### src/rtl/core/rgct_pkg.sv
// ----------------------------------------------------------------------------
// rgct_pkg: shared types and constants for the route travel time unit
// Field widths, fixed-point constants, the CORDIC arctangent table, the
// degree to binary angle conversion and the controller/datapath codes.
// ----------------------------------------------------------------------------
`default_nettype none

package rgct_pkg;

  // Transaction field widths
  localparam int LAT_W     = 24;
  localparam int LON_W     = 25;
  localparam int LEG_W     = 23;
  localparam int HOURS_W   = 32;
  localparam int SUM_W     = 32;
  localparam int CFG_W     = 16;
  localparam int CFG_IDX_W = 2;

  // Parameter defaults
  localparam int CORDIC_STEPS_DEF = 20;
  localparam int COUNT_BITS_DEF   = 16;

  // Internal widths: angle/CORDIC word, multiplier operand, product, counter
  localparam int AW    = 34;
  localparam int MW    = 33;
  localparam int PW    = 2 * MW;
  localparam int CNT_W = 6;
  localparam int SQ_W  = 61;

  localparam int SQRT_STEPS = 31;
  localparam int DIV_STEPS  = SUM_W;

  // Register indexes
  localparam logic [CFG_IDX_W-1:0] REG_CRUISE_SPEED = CFG_IDX_W'(0);
  localparam logic [CFG_IDX_W-1:0] REG_LAYOVER_TIME = CFG_IDX_W'(1);

  localparam logic [CFG_W-1:0] CRUISE_SPEED_RST = 16'd800;
  localparam logic [CFG_W-1:0] LAYOVER_TIME_RST = 16'd256;

  // Binary angles, full circle is 2^32; Q30 unit equals a quarter circle
  localparam logic signed [AW-1:0] ANG_90      = 34'sh0_4000_0000;
  localparam logic signed [AW-1:0] ANG_180     = 34'sh0_8000_0000;
  localparam logic signed [AW-1:0] ANG_360     = 34'sh1_0000_0000;
  localparam logic signed [AW-1:0] Q30_ONE     = 34'sh0_4000_0000;
  localparam logic signed [AW-1:0] CORDIC_GAIN = 34'sd652032874;

  localparam logic signed [LAT_W-1:0] LAT_LIMIT = 24'sd5898240;
  localparam logic signed [LON_W-1:0] LON_LIMIT = 25'sd11796480;

  // round(6371*pi*2^18) = 2^32 + RADIUS_PI_LO
  localparam logic signed [MW-1:0] RADIUS_PI_LO = 33'sd951867617;

  // ceil(2^32/45): exact floor(x/45) for x below 2^26
  localparam logic [26:0] BAM_RECIP = 27'd95443718;
  localparam logic [7:0]  BAM_INT   = 8'd182;

  localparam logic [SQ_W-1:0] SQRT_ONE_INIT = {1'b1, {(SQ_W-1){1'b0}}};

  // Controller to datapath operation codes
  typedef enum logic [4:0] {
    OP_NONE,
    OP_LOAD,
    OP_BAM_A,
    OP_BAM_B,
    OP_BAM_OA,
    OP_BAM_OB,
    OP_ROT_A,
    OP_ROT_B,
    OP_ROT_D,
    OP_CORDIC_STEP,
    OP_SAVE_A,
    OP_SAVE_B,
    OP_SAVE_D,
    OP_MUL_SS,
    OP_MUL_CC,
    OP_MUL_CD,
    OP_COS,
    OP_MUL_SQ,
    OP_SQRT_INIT,
    OP_SQRT_STEP,
    OP_VEC_INIT,
    OP_MUL_LEG,
    OP_LEG,
    OP_ACCUM,
    OP_DIV_INIT,
    OP_DIV_STEP,
    OP_TOTAL,
    OP_OUT
  } dp_op_e;

  typedef enum logic [4:0] {
    S_IDLE,
    S_BAM_A,
    S_BAM_B,
    S_BAM_OA,
    S_BAM_OB,
    S_ROT_A,
    S_STEP_A,
    S_SAVE_A,
    S_ROT_B,
    S_STEP_B,
    S_SAVE_B,
    S_ROT_D,
    S_STEP_D,
    S_SAVE_D,
    S_MUL_SS,
    S_MUL_CC,
    S_MUL_CD,
    S_COS,
    S_MUL_SQ,
    S_SQRT_INIT,
    S_SQRT,
    S_VEC_INIT,
    S_VEC,
    S_MUL_LEG,
    S_LEG,
    S_ACCUM,
    S_DIV_INIT,
    S_DIV,
    S_TOTAL,
    S_OUT
  } ctl_state_e;

  typedef struct packed {
    logic   in_ready;
    dp_op_e op;
  } ctl_cmd_t;

  typedef struct packed {
    logic leg_ok;
    logic route_end;
    logic cordic_last;
    logic sqrt_last;
    logic div_last;
    logic out_free;
  } dp_status_t;

  // atan(2^-k) in binary angle units
  function automatic logic [31:0] atan_entry(input logic [4:0] k);
    logic [31:0] v;
    case (k)
      5'd0:  v = 32'h20000000;
      5'd1:  v = 32'h12E4051E;
      5'd2:  v = 32'h09FB385B;
      5'd3:  v = 32'h051111D4;
      5'd4:  v = 32'h028B0D43;
      5'd5:  v = 32'h0145D7E1;
      5'd6:  v = 32'h00A2F61E;
      5'd7:  v = 32'h00517C55;
      5'd8:  v = 32'h0028BE53;
      5'd9:  v = 32'h00145F2F;
      5'd10: v = 32'h000A2F98;
      5'd11: v = 32'h000517CC;
      5'd12: v = 32'h00028BE6;
      5'd13: v = 32'h000145F3;
      5'd14: v = 32'h0000A2FA;
      5'd15: v = 32'h0000517D;
      5'd16: v = 32'h000028BE;
      5'd17: v = 32'h0000145F;
      5'd18: v = 32'h00000A30;
      5'd19: v = 32'h00000518;
      5'd20: v = 32'h0000028C;
      5'd21: v = 32'h00000146;
      5'd22: v = 32'h000000A3;
      5'd23: v = 32'h00000051;
      5'd24: v = 32'h00000029;
      5'd25: v = 32'h00000014;
      5'd26: v = 32'h0000000A;
      5'd27: v = 32'h00000005;
      5'd28: v = 32'h00000003;
      5'd29: v = 32'h00000001;
      5'd30: v = 32'h00000001;
      default: v = 32'h00000000;
    endcase
    return v;
  endfunction

  // Degrees (1/65536) to binary angle: v*8192/45, truncated toward zero.
  // 8192 = 45*182 + 2, so |v|*8192/45 = |v|*182 + floor(2|v|/45).
  function automatic logic signed [AW-1:0] to_bam(input logic signed [LON_W-1:0] v);
    logic [LON_W-1:0] mag;
    logic [LON_W:0]   dbl;
    logic [52:0]      p;
    logic [32:0]      bam;
    mag = v[LON_W-1] ? LON_W'(-v) : LON_W'(v);
    dbl = {mag, 1'b0};
    p   = 53'(dbl) * 53'(BAM_RECIP);
    bam = 33'(mag) * 33'(BAM_INT) + 33'(p[52:32]);
    return v[LON_W-1] ? -$signed({1'b0, bam}) : $signed({1'b0, bam});
  endfunction

endpackage

`default_nettype wire

### src/rtl/core/rgct_controller.sv
// ----------------------------------------------------------------------------
// rgct_controller: sequencer for one route stop
// Walks the datapath through conversion, three rotations, the cosine
// products, square root, arc vectoring, accumulation and the route total.
// ----------------------------------------------------------------------------
`default_nettype none

module rgct_controller import rgct_pkg::*; (
  input  wire logic       clk_i,
  input  wire logic       rst_ni,
  input  wire logic       in_valid_i,
  input  wire dp_status_t status_i,
  output ctl_cmd_t        cmd_o
);

  ctl_state_e state_q, state_d;

  // State register
  always_ff @(posedge clk_i or negedge rst_ni) begin
    if (!rst_ni) begin
      state_q <= S_IDLE;
    end else begin
      state_q <= state_d;
    end
  end

  // Next state
  always_comb begin
    state_d = state_q;
    case (state_q)
      S_IDLE:      if (in_valid_i) state_d = S_BAM_A;
      S_BAM_A:     state_d = status_i.leg_ok ? S_BAM_B : S_ACCUM;
      S_BAM_B:     state_d = S_BAM_OA;
      S_BAM_OA:    state_d = S_BAM_OB;
      S_BAM_OB:    state_d = S_ROT_A;
      S_ROT_A:     state_d = S_STEP_A;
      S_STEP_A:    if (status_i.cordic_last) state_d = S_SAVE_A;
      S_SAVE_A:    state_d = S_ROT_B;
      S_ROT_B:     state_d = S_STEP_B;
      S_STEP_B:    if (status_i.cordic_last) state_d = S_SAVE_B;
      S_SAVE_B:    state_d = S_ROT_D;
      S_ROT_D:     state_d = S_STEP_D;
      S_STEP_D:    if (status_i.cordic_last) state_d = S_SAVE_D;
      S_SAVE_D:    state_d = S_MUL_SS;
      S_MUL_SS:    state_d = S_MUL_CC;
      S_MUL_CC:    state_d = S_MUL_CD;
      S_MUL_CD:    state_d = S_COS;
      S_COS:       state_d = S_MUL_SQ;
      S_MUL_SQ:    state_d = S_SQRT_INIT;
      S_SQRT_INIT: state_d = S_SQRT;
      S_SQRT:      if (status_i.sqrt_last) state_d = S_VEC_INIT;
      S_VEC_INIT:  state_d = S_VEC;
      S_VEC:       if (status_i.cordic_last) state_d = S_MUL_LEG;
      S_MUL_LEG:   state_d = S_LEG;
      S_LEG:       state_d = S_ACCUM;
      S_ACCUM:     state_d = status_i.route_end ? S_DIV_INIT : S_OUT;
      S_DIV_INIT:  state_d = S_DIV;
      S_DIV:       if (status_i.div_last) state_d = S_TOTAL;
      S_TOTAL:     state_d = S_OUT;
      S_OUT:       if (status_i.out_free) state_d = S_IDLE;
      default:     state_d = S_IDLE;
    endcase
  end

  // Commands
  always_comb begin
    cmd_o.in_ready = 1'b0;
    cmd_o.op       = OP_NONE;
    case (state_q)
      S_IDLE: begin
        cmd_o.in_ready = 1'b1;
        if (in_valid_i) cmd_o.op = OP_LOAD;
      end
      S_BAM_A:     cmd_o.op = OP_BAM_A;
      S_BAM_B:     cmd_o.op = OP_BAM_B;
      S_BAM_OA:    cmd_o.op = OP_BAM_OA;
      S_BAM_OB:    cmd_o.op = OP_BAM_OB;
      S_ROT_A:     cmd_o.op = OP_ROT_A;
      S_ROT_B:     cmd_o.op = OP_ROT_B;
      S_ROT_D:     cmd_o.op = OP_ROT_D;
      S_STEP_A,
      S_STEP_B,
      S_STEP_D,
      S_VEC:       cmd_o.op = OP_CORDIC_STEP;
      S_SAVE_A:    cmd_o.op = OP_SAVE_A;
      S_SAVE_B:    cmd_o.op = OP_SAVE_B;
      S_SAVE_D:    cmd_o.op = OP_SAVE_D;
      S_MUL_SS:    cmd_o.op = OP_MUL_SS;
      S_MUL_CC:    cmd_o.op = OP_MUL_CC;
      S_MUL_CD:    cmd_o.op = OP_MUL_CD;
      S_COS:       cmd_o.op = OP_COS;
      S_MUL_SQ:    cmd_o.op = OP_MUL_SQ;
      S_SQRT_INIT: cmd_o.op = OP_SQRT_INIT;
      S_SQRT:      cmd_o.op = OP_SQRT_STEP;
      S_VEC_INIT:  cmd_o.op = OP_VEC_INIT;
      S_MUL_LEG:   cmd_o.op = OP_MUL_LEG;
      S_LEG:       cmd_o.op = OP_LEG;
      S_ACCUM:     cmd_o.op = OP_ACCUM;
      S_DIV_INIT:  cmd_o.op = OP_DIV_INIT;
      S_DIV:       cmd_o.op = OP_DIV_STEP;
      S_TOTAL:     cmd_o.op = OP_TOTAL;
      S_OUT:       if (status_i.out_free) cmd_o.op = OP_OUT;
      default:     cmd_o.op = OP_NONE;
    endcase
  end

endmodule

`default_nettype wire

### config.mk
export PLATFORM = sky130hd
export DESIGN_NAME = rgct_controller
export DESIGN_NICKNAME = d
export VERILOG_FILES = /design/src/rtl/core/rgct_pkg.sv /design/src/rtl/core/rgct_controller.sv
export SDC_FILE = /design/constraint.sdc
export NUM_CORES = 1
export LEC_CHECK = 0
export ABC_AREA = 0
export BUFFER_PORTS_ARGS = -buffer_cell sky130_fd_sc_hd__buf_2
export CORE_AREA = 5 5 43 45
export CTS_CLUSTER_DIAMETER = 30
export DETAILED_ROUTE_END_ITERATION = 8
export DIE_AREA = 0 0 48 50
export HOLD_SLACK_MARGIN = 0.12
export PLACE_DENSITY = 0.89
export RECOVER_POWER = 50
export SETUP_SLACK_MARGIN = 0.5
export SLEW_MARGIN = 5
export SYNTH_ARGS = -nofsm -noshare
export SYNTH_HDL_FRONTEND = slang
export SYNTH_SLANG_ARGS = --single-unit
### constraint.sdc
create_clock -name clk_i -period 4.3 [get_ports clk_i]
set_input_delay 1.075 -clock clk_i [delete_from_list [all_inputs] [get_ports clk_i]]
set_output_delay 1.075 -clock clk_i [all_outputs]
set_load 0.02 [all_outputs]
Word level (Yosys, flattened, before mapping)
Cells that the tools add are included.
{"block": "totals", "regBits": 5, "inputBits": 9, "output_inout_bits": 6, "word_cells": 56}
{"block": "classes", "eq_ne": 37, "muxes": 15, "n_reduce_logical": 3}
{"op": "$pmux 5 s30", "count": 1}
{"op": "$pmux 5 s27", "count": 1}
{"op": "$eq 5x5->1 const B", "count": 14}
{"op": "$mux 5", "count": 10}
{"op": "$eq 5x4->1 const B", "count": 8}
{"op": "$eq 5x3->1 const B", "count": 4}
{"op": "$ne 2x2->1 const B", "count": 8}
{"op": "$eq 5x2->1 const B", "count": 2}
{"op": "$reduce_and 8->1", "count": 1}
{"op": "$eq 5x1->1 const B", "count": 1}
{"op": "$logic_not 5->1", "count": 1}
{"op": "$reduce_or 4->1", "count": 1}
{"op": "$mux 3", "count": 1}
{"op": "$mux 1", "count": 2}

Logic depth before layout (Yosys ltp)
{"block": "depth", "word_depth": 3, "depth_mapped": 8}

Worst setup path after synthesis
OpenSTA, ideal clock, no wires.
{"block": "synth_timing", "kind": "input -> output", "start": "input status_i[0] (netlist name)", "end": "output cmd_o[0] (netlist name)", "t_arrival_ps": 1716, "t_required_ps": 3225, "path_slack_ps": 1509, "stages": 5, "path_buffers": 0, "path_cell_list": "and4_1 -> o21ai_1 -> nor2_1 -> a21oi_1 -> o211ai_1"}
{"element": "start, declared", "line": "rgct_controller.sv:12", "source": "input wire dp_status_t status_i,"}
{"element": "end, declared", "line": "rgct_controller.sv:13", "source": "output ctl_cmd_t cmd_o"}

==> results_dict.tcl <==
set metrics [dict create \
    final_core_util 0.578 \
    cts_resized 0 \
    seq_area_frac_synth 0.159 \
    synth_top_family_by_area "compound AO/OA/AOI/OAI gates" \
    holdBufCountCts 0 \
    antenna_left 0 \
    synth-compound-area-share 0.365 \
    numClockSinks 5 \
    drtPass1Iterations 4 \
    vias 876 \
    ys_warn_count 0 \
    insertion_delay_ps 240 \
    core_area_um2 1440 \
    groute.usage.overall 0.189 \
    swShare 0.579 \
    reg2reg_to "state_q[1]$_DFFE_PN0P_" \
    rsz0062_at_grt "no" \
    clkPwrFrac 0.068 \
    avgSynthCellArea_um2 6.80 \
    start_kind "flop" \
    crit_arrival_ps 2080 \
    synthAdderAreaFrac 0 \
    largest_reg_flops 5 \
    setup_tns_ps 0 \
    synth-xor-area-share 0 \
    fin_crit_ps 3150 \
    h-tree-depth 1 \
    antenna_found_initial 0 \
    cts_inserted_buffers 3 \
    drive_above_1_share 0.167 \
    synthArstFlopShare 1.00 \
    skew_ps 4.69 \
    outcome "finished, final reports clean" \
    worst_slew_pin_slew_ps 927 \
    nFillCells 151 \
    grt_max_degree 32 \
    path_max_fanout 24 \
    fin_nets 130 \
    grt_pass1_wl_mm 3.32 \
    p_comb_frac 0.639 \
    ir_worst_vdd_mv 0.424 \
    worstSetupPathType "flop to output pin" \
    largest-register "state_q" \
    die-height_um 50 \
    routedWlPerCell_um 15.6 \
    fmax_ghz 0.317 \
    min_period_over_period 0.733 \
    slew_viol_final 0 \
    clockRootBuffer "clkbuf_4" \
    die_w_um 48 \
    grt-ovfl-total 0 \
    p_int_mw 0.328 \
    port_buffers 14 \
    ff2ff_path_depth 5 \
    drtIter0Drc 42 \
    clk_pin_slew_ps 40 \
    drv_cap 0 \
    mostFrequentLayoutCells "15 x a21oi_1, 13 x buf_2, 11 x nor2_1" \
    final_common_cell "a21oi_1" \
    drc 0 \
    r2r_slack_ps 1930 \
    cts_tree "done" \
    leakage_nw 0.334 \
    switching_power_mw 0.451 \
    cts_buffer_depth 2 \
    cp.required_ps 3220 \
    top_regs "state_q x5" \
    slew_headroom 0.382 \
    pre_cts_slack_ps 1210 \
    ys_types 37 \
    syn_area_um2 788 \
    synthFlopType "dfrtp_1" \
    start_util 0.549 \
    synthSimpleGateAreaFrac 0.303 \
    muxShareOfSynthArea 0.0683 \
    ios 15 \
    first_global_vias 743 \
    dp_hpwl_mm 1.47 \
    whs_ps 683 \
    endpoint_kind "output pin" \
    setup_viol 0 \
    min_path_type "input pin to asynchronous set/reset pin" \
    gp_congestion 0.901 \
    finalHoldViolCount 0 \
    syn_nets 125 \
    p_seq_frac 0.293 \
    die_area_um2 2400 \
    synth_edf_count 0 \
    netlist_instances 116 \
    reg2reg_from "state_q[1]$_DFFE_PN0P_" \
    drt_wl_total_mm 2.12 \
    num_rows 14 \
    setup_ws_ps 1150 \
    power_density_nw_per_um2 939 \
    antenna_cells 0 \
    routed_via_density 6.44 \
    ys_ff_latch 5 \
    area_delta_synth_final_pct 5.24 \
    cts_setup_buffers 0 \
]
## logic make-up (layout without fill, tap and decap cells)
logic type	count (synthesis)	after routing
buf+inv	18	22
flops	5	5
mux	5	5
simple gates	44	44
compound gates	44	44
## Yosys cell counts, drive strengths merged (2+ instances only)
master / instances / share of area
o21ai: 10 / 0.063
mux2: 3 / 0.043
nand4b: 3 / 0.033
clkbuf: 7 / 0.033
nand2: 10 / 0.048
a31oi: 2 / 0.016
inv: 4 / 0.019
mux2i: 2 / 0.025
dfrtp: 5 / 0.16
o211ai: 4 / 0.038
nor4: 2 / 0.016
o221ai: 2 / 0.022
a22oi: 2 / 0.019
a21oi: 15 / 0.095
nor2: 11 / 0.052
or4: 2 / 0.019
nand3: 2 / 0.013
a21o: 3 / 0.029
nor2b: 7 / 0.056
buf: 7 / 0.052
## layout make-up
class	count	area (µm²)	area share
Inverter	4	15.0	0.0181
Timing Repair Buffer	14	68.8	0.0830
Multi-Input combinational cell	93	574	0.692
Sequential cell	5	125	0.151
Clock buffer	4	26.3	0.0317
Tap cell	16	20.0	0.0241
## power groups by stage
stage               sequential (mW)  clock (mW)  combinational [mW]
floorplan                    0.0869           0               0.530
global placement              0.217           0               0.476
detailed placement            0.222           0               0.498
CTS                           0.222      0.0539               0.499
global route                  0.240      0.0619               0.551
finish                        0.228      0.0531               0.498
## critical path: stages, from the launching register on
cell and delay [ps]:
dfrtp_1 790, nor2b_1 410, o21ai_1 100, o21a_1 140, o22ai_1 130, a21o_1 110, buf_2 150
## metal layers
metal | track usage | share of wire | up-vias
met2 | 0.275 | 0.50 | 31
met1 | 0.258 | 0.42 | 408
met3 | 0.0327 | 0.048 | 6
met4 | 0.0897 | 0.025 | 0
met5 | 0 | 0 | -
li1 | - | - | 431
## worst max path at each step
stage	start	endpoint	slack, ps	cells past startpoint
floorplan	status_i[0]	cmd_o[0]	1510	5
detailed placement	status_i[0]	cmd_o[0]	1210	7
global route	state_q[0]$_DFFE_PN0P_	cmd_o[2]	930	6
CTS	state_q[3]$_DFFE_PN0P_	cmd_o[1]	1180	6
finish	state_q[3]$_DFFE_PN0P_	cmd_o[1]	1150	6
global placement	status_i[0]	cmd_o[0]	1250	7
## stage by stage
step	power (mW)	area, µm²	std cells
after floorplan	0.617	788	116
after global placement	0.693	811	132
after detailed placement	0.719	811	132
after CTS	0.775	837	136
after global routing	0.853	830	136
final	0.779	830	136
(Power assumes the default switching activity.)
